==> src/rtl/median_filter_3x3_border_defines.svh <==
// ----------------------------------------------------------------------------
// Assertion macros for the border-aware 3x3 median filter
// Clocked assertion helpers that compile away when SYNTH is defined.
// ----------------------------------------------------------------------------
`ifndef MEDIAN_FILTER_3X3_BORDER_DEFINES_SVH
`define MEDIAN_FILTER_3X3_BORDER_DEFINES_SVH

`ifndef SYNTH
// Checked property, switched off while reset is asserted.
`define MF3X3B_ASSERT(lbl, clk, rst_n, prop) \
  lbl: assert property (@(posedge clk) disable iff (!rst_n) (prop)) \
    else $error("mf3x3b assertion failed");
// Checked property, also checked while reset is asserted.
`define MF3X3B_ASSERT_ALWAYS(lbl, clk, prop) \
  lbl: assert property (@(posedge clk) (prop)) \
    else $error("mf3x3b assertion failed");
`else
`define MF3X3B_ASSERT(lbl, clk, rst_n, prop)
`define MF3X3B_ASSERT_ALWAYS(lbl, clk, prop)
`endif

`endif

==> src/rtl/mf3x3b_pkg.sv <==
// ----------------------------------------------------------------------------
// mf3x3b_pkg
// Fixed constants of the border-aware 3x3 median filter.
// ----------------------------------------------------------------------------
package mf3x3b_pkg;

  // Neighbors around the center; one mask bit each.
  localparam int unsigned NeighborCount = 8;
  // Center plus neighbors.
  localparam int unsigned WindowSize    = NeighborCount + 1;
  // Bits for a rank or a value count of 0 to WindowSize.
  localparam int unsigned CountBits     = $clog2(WindowSize + 1);

  typedef logic [CountBits-1:0] count_t;

endpackage

==> src/rtl/mf3x3b_stream_if.sv <==
// ----------------------------------------------------------------------------
// mf3x3b stream interfaces
// Valid/ready channels for the window input and the median result.
// ----------------------------------------------------------------------------
interface mf3x3b_win_if #(
  parameter int unsigned PIXEL_BITS = 8
);
  logic                                     valid;
  logic                                     ready;
  logic [PIXEL_BITS-1:0]                    center_pixel;
  logic [PIXEL_BITS-1:0]                    left_pixel;
  logic [PIXEL_BITS-1:0]                    below_left_pixel;
  logic [PIXEL_BITS-1:0]                    below_pixel;
  logic [PIXEL_BITS-1:0]                    below_right_pixel;
  logic [PIXEL_BITS-1:0]                    right_pixel;
  logic [PIXEL_BITS-1:0]                    above_right_pixel;
  logic [PIXEL_BITS-1:0]                    above_pixel;
  logic [PIXEL_BITS-1:0]                    above_left_pixel;
  logic [mf3x3b_pkg::NeighborCount-1:0]     neighbor_valid;

  modport source (
    output valid, center_pixel, left_pixel, below_left_pixel, below_pixel,
           below_right_pixel, right_pixel, above_right_pixel, above_pixel,
           above_left_pixel, neighbor_valid,
    input  ready
  );

  modport sink (
    input  valid, center_pixel, left_pixel, below_left_pixel, below_pixel,
           below_right_pixel, right_pixel, above_right_pixel, above_pixel,
           above_left_pixel, neighbor_valid,
    output ready
  );
endinterface

interface mf3x3b_res_if #(
  parameter int unsigned PIXEL_BITS = 8
);
  logic                  valid;
  logic                  ready;
  logic [PIXEL_BITS-1:0] median_value;

  modport source (output valid, median_value, input ready);
  modport sink   (input valid, median_value, output ready);
endinterface

==> src/rtl/median_filter_3x3_border.sv <==
// ----------------------------------------------------------------------------
// median_filter_3x3_border
// Border-aware 3x3 median filter with registered input and output stages.
// ----------------------------------------------------------------------------
//
//   Channel | Direction | Payload
//   --------+-----------+-----------------------------------------------------
//   win_i   | in        | center pixel, eight neighbors, neighbor_valid mask
//   res_o   | out       | median_value
//
// One window transfer can be taken in every clock cycle unless both stages
// hold an item and res_o stalls. A window is held in the input register,
// ranked by the logic between the stages and held in the result register,
// from which its result is offered on res_o.
// Reset clears both stage valid flags; the data registers are not reset.
// When res_o stalls, the stages fill up and win_i.ready drops only once both
// stages hold an item; win_i.ready follows res_o.ready in the same cycle.
// ----------------------------------------------------------------------------
`include "median_filter_3x3_border_defines.svh"

module median_filter_3x3_border #(
  parameter int unsigned PIXEL_BITS = 8
) (
  input  logic              clk_i,
  input  logic              rst_ni,
  mf3x3b_win_if.sink        win_i,
  mf3x3b_res_if.source      res_o
);

  localparam int unsigned WinSize = mf3x3b_pkg::WindowSize;

  // Input stage: window and mask of the item being ranked.
  logic                                   s1_valid_q, s1_valid_d;
  logic [WinSize-1:0][PIXEL_BITS-1:0]     s1_window_q;
  logic [WinSize-1:0]                     s1_used_q;
  // Result stage: finished median waiting for its transfer.
  logic                                   s2_valid_q, s2_valid_d;
  logic [PIXEL_BITS-1:0]                  s2_median_q;

  logic                                   s1_en;
  logic                                   s2_en;
  logic                                   in_xfer;
  logic [PIXEL_BITS-1:0]                  median_comb;

  // The result stage can take a new value when it is empty or is being
  // drained this cycle; the input stage can take one when it is empty or
  // passes its item forward.
  assign s2_en   = !s2_valid_q || res_o.ready;
  assign s1_en   = !s1_valid_q || s2_en;
  assign win_i.ready = s1_en;
  assign in_xfer = win_i.valid && s1_en;

  assign s1_valid_d = s1_en ? win_i.valid : s1_valid_q;
  assign s2_valid_d = s2_en ? s1_valid_q  : s2_valid_q;

  always_ff @(posedge clk_i or negedge rst_ni) begin
    if (!rst_ni) begin
      s1_valid_q <= 1'b0;
      s2_valid_q <= 1'b0;
    end else begin
      s1_valid_q <= s1_valid_d;
      s2_valid_q <= s2_valid_d;
    end
  end

  // The center always takes part; neighbors only where the mask says so.
  always_ff @(posedge clk_i) begin
    if (in_xfer) begin
      s1_window_q <= {win_i.above_left_pixel, win_i.above_pixel,
                      win_i.above_right_pixel, win_i.right_pixel,
                      win_i.below_right_pixel, win_i.below_pixel,
                      win_i.below_left_pixel, win_i.left_pixel,
                      win_i.center_pixel};
      s1_used_q   <= {win_i.neighbor_valid, 1'b1};
    end
  end

  mf3x3b_rank_select #(
    .PIXEL_BITS (PIXEL_BITS)
  ) u_rank_select (
    .window_i (s1_window_q),
    .used_i   (s1_used_q),
    .median_o (median_comb)
  );

  always_ff @(posedge clk_i) begin
    if (s2_en && s1_valid_q) begin
      s2_median_q <= median_comb;
    end
  end

  assign res_o.valid        = s2_valid_q;
  assign res_o.median_value = s2_median_q;

  // A result only appears after an item sat in the input stage.
  `MF3X3B_ASSERT(a_res_from_s1, clk_i, rst_ni, $rose(s2_valid_q) |-> $past(s1_valid_q))
  // Input is refused only when both stages are occupied.
  `MF3X3B_ASSERT(a_ready_full, clk_i, rst_ni, !win_i.ready |-> (s1_valid_q && s2_valid_q))
  // With no neighbor inside the image, the median is the center itself.
  `MF3X3B_ASSERT(a_center_only, clk_i, rst_ni,
    (s2_en && s1_valid_q && (s1_used_q[WinSize-1:1] == '0)) |=>
      (s2_median_q == $past(s1_window_q[0])))
  // Reset leaves both stages empty on the next edge.
  `MF3X3B_ASSERT_ALWAYS(a_reset_empty, clk_i, !rst_ni |=> (!s1_valid_q && !s2_valid_q))

endmodule

==> src/rtl/mf3x3b_rank_select.sv <==
// ----------------------------------------------------------------------------
// mf3x3b_rank_select
// Median of the valid window entries by parallel ranking and selection.
// ----------------------------------------------------------------------------
module mf3x3b_rank_select #(
  parameter int unsigned PIXEL_BITS = 8
) (
  input  logic [mf3x3b_pkg::WindowSize-1:0][PIXEL_BITS-1:0] window_i,
  input  logic [mf3x3b_pkg::WindowSize-1:0]                 used_i,
  output logic [PIXEL_BITS-1:0]                             median_o
);

  localparam int unsigned WinSize = mf3x3b_pkg::WindowSize;

  mf3x3b_pkg::count_t                  rank   [WinSize];
  mf3x3b_pkg::count_t                  num_used;
  mf3x3b_pkg::count_t                  lo_rank;
  mf3x3b_pkg::count_t                  hi_rank;
  logic [WinSize-1:0]                  sel_lo;
  logic [WinSize-1:0]                  sel_hi;
  logic [PIXEL_BITS-1:0]               lo_val;
  logic [PIXEL_BITS-1:0]               hi_val;
  logic [PIXEL_BITS:0]                 pair_sum;

  // Each used entry gets a unique rank: entries that are smaller, or equal
  // and earlier in the window, sort before it.
  always_comb begin
    num_used = '0;
    for (int unsigned i = 0; i < WinSize; i++) begin
      num_used = num_used + mf3x3b_pkg::count_t'(used_i[i]);
      rank[i] = '0;
      for (int unsigned j = 0; j < WinSize; j++) begin
        if (j != i && used_i[j] &&
            ((window_i[j] < window_i[i]) ||
             ((window_i[j] == window_i[i]) && (j < i)))) begin
          rank[i] = rank[i] + mf3x3b_pkg::count_t'(1);
        end
      end
    end
  end

  // Odd count: both ranks name the middle entry. Even count: the two middle.
  assign lo_rank = (num_used - mf3x3b_pkg::count_t'(1)) >> 1;
  assign hi_rank = num_used >> 1;

  always_comb begin
    lo_val = '0;
    hi_val = '0;
    for (int unsigned i = 0; i < WinSize; i++) begin
      sel_lo[i] = used_i[i] && (rank[i] == lo_rank);
      sel_hi[i] = used_i[i] && (rank[i] == hi_rank);
      lo_val    = lo_val | ({PIXEL_BITS{sel_lo[i]}} & window_i[i]);
      hi_val    = hi_val | ({PIXEL_BITS{sel_hi[i]}} & window_i[i]);
    end
  end

  assign pair_sum = {1'b0, lo_val} + {1'b0, hi_val};
  assign median_o = pair_sum[PIXEL_BITS:1];

endmodule

==> src/flat_wrapper.sv <==
// flat-port wrapper written by rule: the top's interface ports become plain ports
module median_filter_3x3_border_flat 
#(
  parameter int unsigned PIXEL_BITS = 8
)
  (clk_i, rst_ni, win_i_valid, win_i_center_pixel, win_i_left_pixel, win_i_below_left_pixel, win_i_below_pixel, win_i_below_right_pixel, win_i_right_pixel, win_i_above_right_pixel, win_i_above_pixel, win_i_above_left_pixel, win_i_neighbor_valid, win_i_ready, res_o_valid, res_o_median_value, res_o_ready);
  mf3x3b_win_if #(.PIXEL_BITS(PIXEL_BITS)) win_i_i ();
  mf3x3b_res_if #(.PIXEL_BITS(PIXEL_BITS)) res_o_i ();
  input  logic clk_i;
  input  logic rst_ni;
  input wire logic [$bits(win_i_i.valid)-1:0] win_i_valid;
  input wire logic [$bits(win_i_i.center_pixel)-1:0] win_i_center_pixel;
  input wire logic [$bits(win_i_i.left_pixel)-1:0] win_i_left_pixel;
  input wire logic [$bits(win_i_i.below_left_pixel)-1:0] win_i_below_left_pixel;
  input wire logic [$bits(win_i_i.below_pixel)-1:0] win_i_below_pixel;
  input wire logic [$bits(win_i_i.below_right_pixel)-1:0] win_i_below_right_pixel;
  input wire logic [$bits(win_i_i.right_pixel)-1:0] win_i_right_pixel;
  input wire logic [$bits(win_i_i.above_right_pixel)-1:0] win_i_above_right_pixel;
  input wire logic [$bits(win_i_i.above_pixel)-1:0] win_i_above_pixel;
  input wire logic [$bits(win_i_i.above_left_pixel)-1:0] win_i_above_left_pixel;
  input wire logic [$bits(win_i_i.neighbor_valid)-1:0] win_i_neighbor_valid;
  output wire logic [$bits(win_i_i.ready)-1:0] win_i_ready;
  output wire logic [$bits(res_o_i.valid)-1:0] res_o_valid;
  output wire logic [$bits(res_o_i.median_value)-1:0] res_o_median_value;
  input wire logic [$bits(res_o_i.ready)-1:0] res_o_ready;
  assign win_i_i.valid = win_i_valid;
  assign win_i_i.center_pixel = win_i_center_pixel;
  assign win_i_i.left_pixel = win_i_left_pixel;
  assign win_i_i.below_left_pixel = win_i_below_left_pixel;
  assign win_i_i.below_pixel = win_i_below_pixel;
  assign win_i_i.below_right_pixel = win_i_below_right_pixel;
  assign win_i_i.right_pixel = win_i_right_pixel;
  assign win_i_i.above_right_pixel = win_i_above_right_pixel;
  assign win_i_i.above_pixel = win_i_above_pixel;
  assign win_i_i.above_left_pixel = win_i_above_left_pixel;
  assign win_i_i.neighbor_valid = win_i_neighbor_valid;
  assign win_i_ready = win_i_i.ready;
  assign res_o_valid = res_o_i.valid;
  assign res_o_median_value = res_o_i.median_value;
  assign res_o_i.ready = res_o_ready;
  median_filter_3x3_border #(.PIXEL_BITS(PIXEL_BITS)) u_core (.clk_i(clk_i), .rst_ni(rst_ni), .win_i(win_i_i), .res_o(res_o_i));
endmodule
==> config.mk <==
export PLATFORM = sky130hd
export DESIGN_NAME = median_filter_3x3_border_flat
export DESIGN_NICKNAME = d
export VERILOG_FILES = /design/src/rtl/mf3x3b_pkg.sv /design/src/rtl/mf3x3b_stream_if.sv /design/src/rtl/median_filter_3x3_border.sv /design/src/rtl/mf3x3b_rank_select.sv /design/src/flat_wrapper.sv
export VERILOG_INCLUDE_DIRS = /design/src /design/src/rtl
export SDC_FILE = /design/constraint.sdc
export NUM_CORES = 1
export LEC_CHECK = 0
export ABC_AREA = 1
export ABC_CLOCK_PERIOD_IN_PS = 11200
export BUFFER_PORTS_ARGS = -buffer_cell sky130_fd_sc_hd__buf_2
export CAP_MARGIN = 30
export CORE_ASPECT_RATIO = 1.75
export CORE_MARGIN = 4
export CORE_UTILIZATION = 40
export CTS_CLUSTER_SIZE = 12
export DETAILED_ROUTE_END_ITERATION = 8
export PLACE_DENSITY = 0.62
export SLEW_MARGIN = 20
export SYNTH_ARGS = -nofsm -noshare
export SYNTH_HDL_FRONTEND = slang
export SYNTH_SLANG_ARGS = --single-unit
==> constraint.sdc <==
create_clock -name clk_i -period 11.2 [get_ports clk_i]
set_clock_uncertainty 0.15 [all_clocks]
set_input_delay 1.68 -clock clk_i [delete_from_list [all_inputs] [get_ports clk_i]]
set_output_delay 1.68 -clock clk_i [all_outputs]
set_load 0.02 [all_outputs]
==> reports/metrics.cfg, run 1 <==
[critical_path]
r2r_start=u_core.s1_window_q[70]
required_ns=11.27
cp.buffers_inverters=5
critPathKind=reg2reg
crit_cells=45
r2r_cells=45
cp_max_fo=7
cp.arrival_ns=8.93
crit_top_cell=nand2_1
critical-path-top-delay-family=simple AND/OR/NAND/NOR gates
critPathSlowestCell=edfxtp_1
slowest_delay_ns=0.65
startpoint=u_core.s1_window_q[70]
startpoint_type=flop
endpoint_kind=flop

[timing]
setup_violations=0
worstMarginPinSlew_ns=0.826
finalCritPeriodShare_pct=79.1
slew_violations=0
rsz0062_at_grt=no
tns_ns=0
period_needed_ns=8.86
slew_headroom_pct=44.2
max_freq_mhz=113
final_hold_viol_count=0

[routing]
vias_per_cell=5.49
drtIter0Drc=1161
vias=18125
routed_wl_mm=65.4
drtAntennaViolNets=0
wl_per_cell_um=19.8
drc_errors=0
firstDrtPassIters=5

[cts]
insertion_delay_ns=0.40
cts_inserted_buffers=9
post-cts-setup-buffer-count=0
cts.sinks=90
holdBufCountCts=0
cts_tree=yes
cts_max_path_buffers=2
root_buffer=clkbuf_16
cts_resized=0
path_clk_slew_ns=0.07
htree_levels=3

[grt]
grt_pass1_vias=17990
grt_pass1_wl_mm=99.4
overflow=0
grt_use_total_pct=27.1
grt_max_degree=49
antenna_found_initial=0

[final_layout]
utilization_pct=43.9
nets=3180
post_route_cells_drive_above_1_share_pct=11.9
diodes=0
syn2layout_area_growth_pct=8.74
nFillCells=4511

[logic_synthesis]
synth_area_um2=17400
synth_nets=3072
ys_types=50
yosysSeqAreaShare_pct=15.4
netlist_instances=2622
synth-seq-cells=90
yosysWarnings=0
syn_area_per_cell_um2=6.65

[placed_design]
gp_congestion=1.01
numPortBuffers=93
dp_hpwl_mm=55.6

[power_and_ir_drop]
p_per_area_nw_per_um2=179
peakVddDrop_mv=0.288
cellLeakagePower_nw=10.5

[flow_run]
drv_cap=0

[die]
start_util_pct=40.4
row_count=101
fp.dieW_um=166
core_area_um2=43200
num_io_pins=94
die_height_um=284
dieArea_um2=47100

[worst_hold_path]
hold_start=u_core.s1_valid_q
holdPathStages=2
hold_path_class=reg2reg

[outcome]
outcome=finished, final reports clean

==> sequential cells by signal, summed over array words and instances, names as in the netlist <==
| name | cells |
|---|---|
| u_core.res_o.median_value | 8 |
| u_core.res_o.valid | 1 |
| u_core.s1_used_q | 8 |
| u_core.s1_valid_q | 1 |
| u_core.s1_window_q | 72 |
==> per-stage QoR <==
| stage | hold slack [ns] | cell area, um2 | cells | total power [mW] | setup WS [ns] |
|---|---|---|---|---|---|
| 5_1_grt | 0.372 | 19000 | 3301 | 3.72 | 1.79 |
| 4_1_cts | 0.344 | 19000 | 3301 | 3.36 | 2.48 |
| 3_3_place_gp | 0.316 | 18700 | 3285 | 2.98 | 2.63 |
| 6_report | 0.340 | 19000 | 3301 | 3.40 | 2.34 |
| 2_1_floorplan | 0.297 | 17400 | 2622 | 2.29 | 4.18 |
| 3_5_place_dp | 0.323 | 18700 | 3285 | 3.01 | 2.55 |
==> cells in the mapped netlist, drive strengths merged <==
| cell | n | area, um2 |
|---|---|---|
| o221ai | 2 | 17.5 |
| dfrtp | 2 | 50.1 |
| o31ai | 1 | 7.51 |
| nand3 | 326 | 1840 |
| o211ai | 18 | 140 |
| o311ai | 1 | 8.76 |
| buf | 10 | 62.6 |
| or2 | 28 | 175 |
| o22ai | 30 | 188 |
| o21ai | 43 | 223 |
| o2111ai | 7 | 61.3 |
| nor2 | 199 | 847 |
| a21oi | 140 | 719 |
| xor2 | 9 | 78.8 |
| xnor2 | 2 | 17.5 |
| nor3 | 4 | 20.0 |
| clkbuf | 3 | 11.3 |
| a31oi | 2 | 12.5 |
| nand2 | 824 | 3370 |
| and2 | 3 | 18.8 |
| edfxtp | 88 | 2640 |
| ha | 361 | 4520 |
| inv | 409 | 1540 |
| o21bai | 8 | 60.1 |
| clkinv | 5 | 18.8 |
| o21a | 9 | 67.6 |
| a221oi | 8 | 76.3 |
| a21o | 13 | 97.6 |
| fa | 5 | 100 |
| nand3b | 7 | 52.6 |
| a211oi | 6 | 45.0 |
| nand4 | 49 | 362 |
==> power breakdown <==
| part | switching (mW) | internal, mW | leakage (nW) | total (mW) |
|---|---|---|---|---|
| registers | 0.0526 | 0.461 | 0.871 | 0.514 |
| logic | 1.72 | 0.841 | 9.53 | 2.56 |
| clock network | 0.172 | 0.158 | 0.139 | 0.329 |
==> cell type report <==
type | instances | area, um2 | share of cell area [%]
multi-input combinational | 2105 | 13100 | 69.2
timing repair buffer | 110 | 593 | 3.13
clock inverter | 7 | 71.3 | 0.376
tap | 566 | 708 | 3.73
sequential | 90 | 2690 | 14.2
inverter | 414 | 1560 | 8.20
clock buffer | 9 | 225 | 1.19
==> worst reg2reg max path: cells and delay by family, from the launching register on <==
| kind | cells | cell delay, ns |
|---|---|---|
| flip-flops | 1 | 0.65 |
| AND/OR/NAND/NOR | 24 | 3.14 |
| buffers and inverters | 5 | 0.54 |
| AO/OA/AOI/OAI | 8 | 2.06 |
| adder cells (fa/ha/maj) | 8 | 2.19 |
==> cell families (layout without fill, tap and decap cells) <==
| logic type | Yosys count | after routing | share of synthesized area [%] |
|---|---|---|---|
| fa+ha+maj | 366 | 366 | 26.5 |
| simple gates | 1440 | 1440 | 38.3 |
| buf+inv | 427 | 540 | 9.33 |
| flops | 90 | 90 | 15.4 |
| compound gates | 288 | 288 | 9.88 |
| xor+xnor | 11 | 11 | 0.552 |
==> worst paths after layout <==
path	endpoint	slack [ns]
max	u_core.res_o.median_value[7]	2.34
min	u_core.res_o.valid	0.34
max reg2reg	u_core.res_o.median_value[7]	2.34
min reg2reg	u_core.res_o.valid	0.34
max in group asynchronous	u_core.res_o.valid	9.88
min in group asynchronous	u_core.s1_valid_q	0.93
==> routing by layer <==
metal	routed length, um	GRT usage [%]	vias up	share of wire [%]
met1	23200	27.2	8293	36
met3	2690	2.75	254	4.1
li1	-	-	8984	-
met4	6780	23.3	0	10
met2	32700	49.3	594	50
met5	0	0	-	0
==> cell usage in the layout (no fill, tap or decap), types with 9 or more instances in the layout <==
cell       count
nand2_1      734
inv_1        396
ha_1         361
nand3_1      287
nor2_1       171
a21oi_1      137
buf_2         93
edfxtp_1      88
nand2_2       80
nand4_1       43
nand3_2       37
o22ai_1       30
o21ai_0       25
nor2_2        22
o211ai_1      17
buf_4         17
or2_2         16
o21ai_1       16
a21o_1        13
inv_2         12
nand2_4       10
o21a_1         9
xor2_1         9
clkbuf_16      9
Note: power is estimated with default switching activity, not from simulation.
==> inputs of run 2 (changes only) <==
--- a/config.mk
+++ b/config.mk
@@ -7,7 +7,7 @@
 export NUM_CORES = 1
 export LEC_CHECK = 0
 export ABC_AREA = 1
-export ABC_CLOCK_PERIOD_IN_PS = 11200
+export ABC_CLOCK_PERIOD_IN_PS = 7900
 export BUFFER_PORTS_ARGS = -buffer_cell sky130_fd_sc_hd__buf_2
 export CAP_MARGIN = 30
 export CORE_ASPECT_RATIO = 1.75
@@ -15,7 +15,7 @@
 export CORE_UTILIZATION = 40
 export CTS_CLUSTER_SIZE = 12
 export DETAILED_ROUTE_END_ITERATION = 8
-export PLACE_DENSITY = 0.62
+export PLACE_DENSITY = 0.64
 export SLEW_MARGIN = 20
 export SYNTH_ARGS = -nofsm -noshare
 export SYNTH_HDL_FRONTEND = slang
==> constraint.sdc (replaced) <==
create_clock -name clk_i -period 7.9 [get_ports clk_i]
set_clock_uncertainty 0.15 [all_clocks]
set_input_delay 1.185 -clock clk_i [delete_from_list [all_inputs] [get_ports clk_i]]
set_output_delay 1.185 -clock clk_i [all_outputs]
set_load 0.02 [all_outputs]
==> run 2 against run 1 <==
  * Power up 72%
  * Non-clock buffer count is 261 higher
  * Via count increased by 7.3%
  * Core utilization up 5.8 points
  * Critical endpoint unchanged
  * Worst setup slack got worse by 2.0 ns
  * Cell count up 7.9%
  * Maximum frequency rose by 18%
  * Global-route usage grew 3.4 points
  * Sequential power increased by 36%
  * Hold slack better by 0.0091 ns
  * Clock power increased by 50%
==> reports/metrics.cfg, run 2 (synthesis results as in run 1) <==
[grt]
antenna_found_initial=0  ; unchanged
overflow=0  ; unchanged
grt_pass1_wl_mm=110  ; +10%
grt_use_total_pct=30.5  ; +3.4 points
grt_pass1_vias=19453  ; +8.1%
grt_max_degree=50  ; +2.0%

[worst_hold_path]
hold_path_class=reg2reg
hold_start=u_core.s1_valid_q
min_to=u_core.res_o.valid
holdPathStages=2  ; unchanged

[final_layout]
largest-register=u_core.s1_window_q
syn2layout_area_growth_pct=23.2
mostFrequentLayoutCells=718 x nand2_1, 382 x inv_1, 354 x ha_1
fin_area_um2=21500  ; +13%
layout.cells.most_common=nand2_1
diodes=0  ; unchanged
nFillCells=4350  ; -3.6%
post_route_cells_drive_above_1_share_pct=22.5  ; +11 points
nets=3441  ; +8.2%
largest_reg_flops=72  ; unchanged

[flow_run]
drv_cap=0  ; unchanged

[placed_design]
dp_hpwl_mm=63.5  ; +14%
numPortBuffers=93  ; unchanged
gp_congestion=1.08  ; +6.2%
post_dp_cell_area_um2=20400  ; +9.5%

[timing]
max_freq_mhz=133  ; +18%
finalCritPeriodShare_pct=95.1  ; +16 points
slew_headroom_pct=41.9  ; -2.3 points
slew_violations=0  ; unchanged
worstMarginPinSlew_ns=0.868  ; +0.0424 ns
rsz0062_at_grt=yes
period_needed_ns=7.51  ; -1.35 ns
setup_violations=0  ; unchanged
final_hold_viol_count=0  ; unchanged

[cts]
cts.sinks=90  ; unchanged
cts_inserted_buffers=9  ; unchanged
htree_levels=3  ; unchanged
insertion_delay_ns=0.38  ; -0.02 ns
root_buffer=clkbuf_16
holdBufCountCts=0  ; unchanged
cts_tree=yes
cts_max_path_buffers=2  ; unchanged
path_clk_slew_ns=0.07  ; about the same

[power_and_ir_drop]
cellLeakagePower_nw=11.9  ; +13%
p_per_area_nw_per_um2=273  ; +52%
peakVddDrop_mv=0.631  ; +120%
total_power_mw=5.86  ; +72%

[critical_path]
cp_max_fo=3  ; -4
crit_top_cell=nand2_1
cp.buffers_inverters=7  ; +2
r2r_cells=46  ; +2.2%
endpoint_kind=flop
critPathSlowestCell=edfxtp_1
cp.arrival_ns=7.58  ; -1.35 ns
r2r_start=u_core.s1_window_q[67]
slowest_delay_ns=0.50  ; -0.15 ns
required_ns=7.97  ; -3.30 ns
critical-path-top-delay-family=adder cells
startpoint_type=flop
critPathKind=reg2reg
r2r_end=u_core.res_o.median_value[7]
r2r_setup_slack_ns=0.39  ; -1.95 ns

[routing]
wl_per_cell_um=20.9  ; +5.7%
drtIter0Drc=1143  ; -1.6%
vias=19444  ; +7.3%
drc_errors=0  ; unchanged
drtAntennaViolNets=0  ; unchanged
routed_wl_mm=74.5  ; +14%
firstDrtPassIters=6  ; +1
vias_per_cell=5.46  ; -0.56%

[die]
start_util_pct=40.4  ; unchanged
fp.dieW_um=166  ; unchanged
row_count=101  ; unchanged
core_area_um2=43200  ; unchanged
num_io_pins=94  ; unchanged
dieArea_um2=47100  ; unchanged
die_height_um=284  ; unchanged

[outcome]
outcome=finished, final reports clean

[run 2: what timing repair did]
item,in CTS,in global routing
setup buffers,12,23
gates cloned,0,0
pin swaps,0,22
setup endpoints to repair,3,7
gates resized for setup,5,110
[run 2: routing by layer]
layer	part of all wire [%]	vias to the layer above	track usage (%)
met5	0	-	0
met4	13	0	31.6
met3	4.3	316	4.33
met2	49	651	54.9
met1	33	8979	28.1
li1	-	9498	-
[run 2: how the worst max path moves through the flow]
stage | endpoint | depth (start not counted) | start | slack, ns
2_1_floorplan | u_core.res_o.median_value[5] | 46 | u_core.s1_window_q[15] | 0.88
3_3_place_gp | u_core.res_o.median_value[7] | 48 | u_core.s1_window_q[15] | -0.11
3_5_place_dp | u_core.res_o.median_value[7] | 48 | u_core.s1_window_q[11] | -0.13
4_1_cts | u_core.res_o.median_value[7] | 41 | u_core.s1_window_q[5] | 0.03
5_1_grt | u_core.res_o.median_value[7] | 49 | u_core.s1_window_q[13] | -0.06
6_report | u_core.res_o.median_value[7] | 46 | u_core.s1_window_q[67] | 0.39
[run 2: where the power goes]
part,switching [mW],internal (mW),total (mW)
Clock,0.215,0.277,0.493
Sequential,0.0465,0.654,0.700
Combinational,2.79,1.87,4.66
[run 2: cell type report]
| class | count | area, um2 | area share [%] |
|---|---|---|---|
| Clock buffer | 9 | 225 | 1.05 |
| Clock inverter | 6 | 90.1 | 0.419 |
| Inverter | 414 | 1570 | 7.30 |
| Multi-Input combinational cell | 2105 | 13500 | 63.0 |
| Sequential cell | 90 | 2690 | 12.5 |
| Tap cell | 566 | 708 | 3.30 |
| Timing Repair Buffer | 371 | 2670 | 12.4 |
[run 2: tightest hold or removal path, delay by kind of cell (launching register included)]
family	cells	cell delay, ns
simple gates	1	0.06
flops	1	0.35
buf+inv	1	0.06
[run 2: through the flow]
step,hold WS [ns],cells,setup TNS (ns),setup slack (ns),utilization (%)
after floorplan,0.297,2622,0,0.879,-
after global placement,0.317,3511,-0.279,-0.106,47.3
after detailed placement,0.335,3511,-0.310,-0.128,47.3
after CTS,0.354,3538,0,0.0258,48.3
after global routing,0.401,3561,-0.149,-0.0630,49.7
final,0.350,3561,0,0.389,49.7
==> inputs of run 3 (changes only) <==
--- a/config.mk
+++ b/config.mk
@@ -6,13 +6,13 @@
 export SDC_FILE = /design/constraint.sdc
 export NUM_CORES = 1
 export LEC_CHECK = 0
-export ABC_AREA = 1
 export ABC_CLOCK_PERIOD_IN_PS = 7900
 export BUFFER_PORTS_ARGS = -buffer_cell sky130_fd_sc_hd__buf_2
 export CAP_MARGIN = 30
 export CORE_ASPECT_RATIO = 1.75
 export CORE_MARGIN = 4
 export CORE_UTILIZATION = 40
+export CTS_CLUSTER_DIAMETER = 80
 export CTS_CLUSTER_SIZE = 12
 export DETAILED_ROUTE_END_ITERATION = 8
 export PLACE_DENSITY = 0.64
==> run 3 against run 2 <==
  * The flow now finishes with violations (negative setup slack)
  * Global-route usage increased by 3.2 points
  * Critical endpoint is now u_core.res_o.median_value[6]
  * Critical path type unchanged
  * Highest routed layer unchanged
  * Sequential share of layout area down 1.7 points
  * Cell count decreased by 8.3%
==> reports/metrics.cfg, run 3 <==
[critical_path]
cp.arrival_ns=8.32  ; +0.74 ns
startpoint_type=flop
cp_max_fo=7  ; +4
critPathKind=reg2reg
cp.buffers_inverters=6  ; -1
startpoint=u_core.s1_window_q[1]
required_ns=7.86  ; -0.11 ns
slowest_delay_ns=0.47  ; -0.03 ns
endpoint_kind=flop
critical-path-top-delay-family=compound AO/OA/AOI/OAI gates
critPathSlowestCell=a222oi_1
r2r_start=u_core.s1_window_q[1]

[timing]
finalCritPeriodShare_pct=106  ; +11 points
max_freq_mhz=120  ; -10%
rsz0062_at_grt=yes
whs_ns=0.363  ; +0.0132 ns
slew_violations=0  ; unchanged
period_needed_ns=8.36  ; +0.851 ns
setup_ws_ns=-0.462  ; -0.851 ns
setup_violations=6  ; +6
slew_headroom_pct=36.3  ; -5.6 points
final_hold_viol_count=0  ; unchanged
worstMarginPinSlew_ns=0.950  ; +0.0821 ns

[power_and_ir_drop]
peakVddDrop_mv=0.899  ; +43%
p_per_area_nw_per_um2=324  ; +19%
cellLeakagePower_nw=11.5  ; -3.4%

[cts]
cts_inserted_buffers=9  ; unchanged
cts_max_path_buffers=2  ; unchanged
cts.sinks=90  ; unchanged
cts_tree=yes
path_clk_slew_ns=0.07  ; about the same
root_buffer=clkbuf_16
insertion_delay_ns=0.37  ; about the same
htree_levels=3  ; unchanged
holdBufCountCts=0  ; unchanged

[routing]
drtAntennaViolNets=0  ; unchanged
firstDrtPassIters=5  ; -1
vias=19843  ; +2.1%
drtIter0Drc=1340  ; +17%
routed_wl_mm=83.7  ; +12%
vias_per_cell=6.08  ; +11%
wl_per_cell_um=25.6  ; +22%
drc_errors=0  ; unchanged

[die]
core_area_um2=43200  ; unchanged
die_height_um=284  ; about the same
row_count=101  ; unchanged
fp.dieW_um=166  ; about the same
dieArea_um2=47100  ; about the same
num_io_pins=94  ; unchanged
start_util_pct=40.4  ; about the same

[placed_design]
dp_hpwl_mm=69.4  ; +9.3%
gp_congestion=1.04  ; -3.6%
post_dp_cell_area_um2=22700  ; +11%
numPortBuffers=93  ; unchanged

[final_layout]
nets=3144  ; -8.6%
layout.cells.most_common=buf_4
nFillCells=3991  ; -8.3%
diodes=0  ; unchanged
multiInputGateArea_um2=15300  ; +13%
largest-register=u_core.s1_window_q
post_route_cells_drive_above_1_share_pct=36.2  ; +14 points
mostFrequentLayoutCells=573 x buf_4, 324 x ha_1, 131 x inv_1
largest_reg_flops=72  ; unchanged
utilization_pct=57.4  ; +7.7 points
syn2layout_area_growth_pct=42.4
final-seq-area_um2=2690  ; unchanged
fin_area_um2=24800  ; +16%

[logic_synthesis]
synth_edf_count=88  ; unchanged
ys_types=116  ; +130%
netlist_instances=2017  ; -23%
synth_area_leaders=ha_1 26%, edfxtp_1 15%, xnor2_1 5.4%
synth-seq-cells=90  ; unchanged
yosysWarnings=0  ; unchanged
synth_area_um2=17400  ; about the same
synthArstFlopShare_pct=2.22  ; unchanged
synth_ff_type=edfxtp_1
syn_area_per_cell_um2=8.65  ; +30%
synthTopCellsByCount=361 x ha_1, 145 x inv_1, 139 x nand2_1, 128 x a21oi_1, 110 x nor2_1
synth_top_area_share_pct=25.9  ; about the same
yosys.area.top_type=ha_1
yosysSeqAreaShare_pct=15.4  ; about the same
synth_nets=2467  ; -20%
yosysMostFrequentCell=ha_1

[worst_hold_path]
hold_start=u_core.s1_valid_q
hold_path_class=reg2reg

[outcome]
failed_checks=negative setup slack
outcome=finished, violations left

[grt]
met1_usage_pct=32.1  ; +4.0 points
use_met2_pct=59.4  ; +4.6 points
overflow=0  ; unchanged
use_met3_pct=4.62  ; +0.29 points
grt_max_degree=47  ; -6.0%
antenna_found_initial=0  ; unchanged
grt_pass1_wl_mm=121  ; +10%
grt_use_total_pct=33.6  ; +3.2 points
grt.busiest_layer=met2
grt_pass1_vias=20643  ; +6.1%

[flow_run]
drv_cap=0  ; unchanged

## run 3: cell count changes after synthesis, moves of 37 or more
cell / before / now
o21ai_0: 25 / 71
nor2_1: 171 / 110
nor2b_1: 0 / 41
nand3_1: 287 / 71
nand2_1: 734 / 139
inv_1: 397 / 145
nand2_2: 80 / 0
nor3_1: 4 / 45
nand3_2: 37 / 0
xnor2_1: 2 / 107
## run 3: worst reg2reg max path: cells and delay by family (launching register included)
| kind | cells | cell delay [ns] |
|---|---|---|
| AOI/OAI and AO/OA | 15 | 2.70 |
| adders and majority gates | 7 | 1.72 |
| and+or+nand+nor | 7 | 1.36 |
| buffers and inverters | 6 | 0.91 |
| xor gates and xnor gates | 4 | 0.55 |
| DFF | 1 | 0.44 |
| muxes | 1 | 0.28 |
## run 3: power by group
group	internal [mW]	switching (mW)	total, mW
logic	3.42	3.45	6.87
clock network	0.282	0.210	0.491
registers	0.662	0.0290	0.691
## run 3: repair_timing
action	CTS	global route
gates resized for setup	84	157
endpoints found under the setup margin	8	8
setup buffers	37	36
pin swaps	62	119
## run 3: routing by layer
layer  wire (um)  vias to the layer above
met5           0                        -
met4       11300                        0
met3        4170                      475
met2       40300                      863
met1       27900                     9407
li1            -                     9098
## run 3: path summary, 6_finish.rpt
path / to / slack [ns] / cells after the start
max: u_core.res_o.median_value[6] / -0.46 / 40
min reg2reg: u_core.res_o.valid / 0.36 / 1
max in group asynchronous: u_core.res_o.valid / 7.05 / 1
min: u_core.res_o.valid / 0.36 / 1
max reg2reg: u_core.res_o.median_value[6] / -0.46 / 40
min in group asynchronous: u_core.s1_valid_q / 0.45 / 1
## run 3: final cells by class
class,count,area share [%]
flip-flops and latches,90,10.8
well taps,566,2.85
inverters,151,2.29
clock buffers,10,0.922
multi-input cells,1742,61.7
repair buffers,700,21.0
clock inverters,6,0.388
## run 3: kinds of logic (layout without fill, tap and decap cells)
family / after synthesis / in the layout / share of synthesized area [%]
xor gates and xnor gates: 171 / 171 / 10.9
muxes: 25 / 25 / 1.49
DFF: 90 / 90 / 15.4
buffers and inverters: 185 / 867 / 4.17
and+or+nand+nor: 634 / 634 / 19.1
AOI/OAI and AO/OA: 546 / 546 / 22.4
adders and majority gates: 366 / 366 / 26.5
## run 3: stage by stage
step / cells / setup WS [ns] / setup TNS [ns] / power, mW
after floorplan: 2017 / -0.121 / -0.133 / 4.00
after global placement: 3179 / -0.824 / -4.51 / 6.34
after detailed placement: 3181 / -0.914 / -5.44 / 6.43
after CTS: 3231 / -0.410 / -1.77 / 7.35
after global routing: 3265 / -0.705 / -4.23 / 8.54
final: 3265 / -0.462 / -2.32 / 8.05
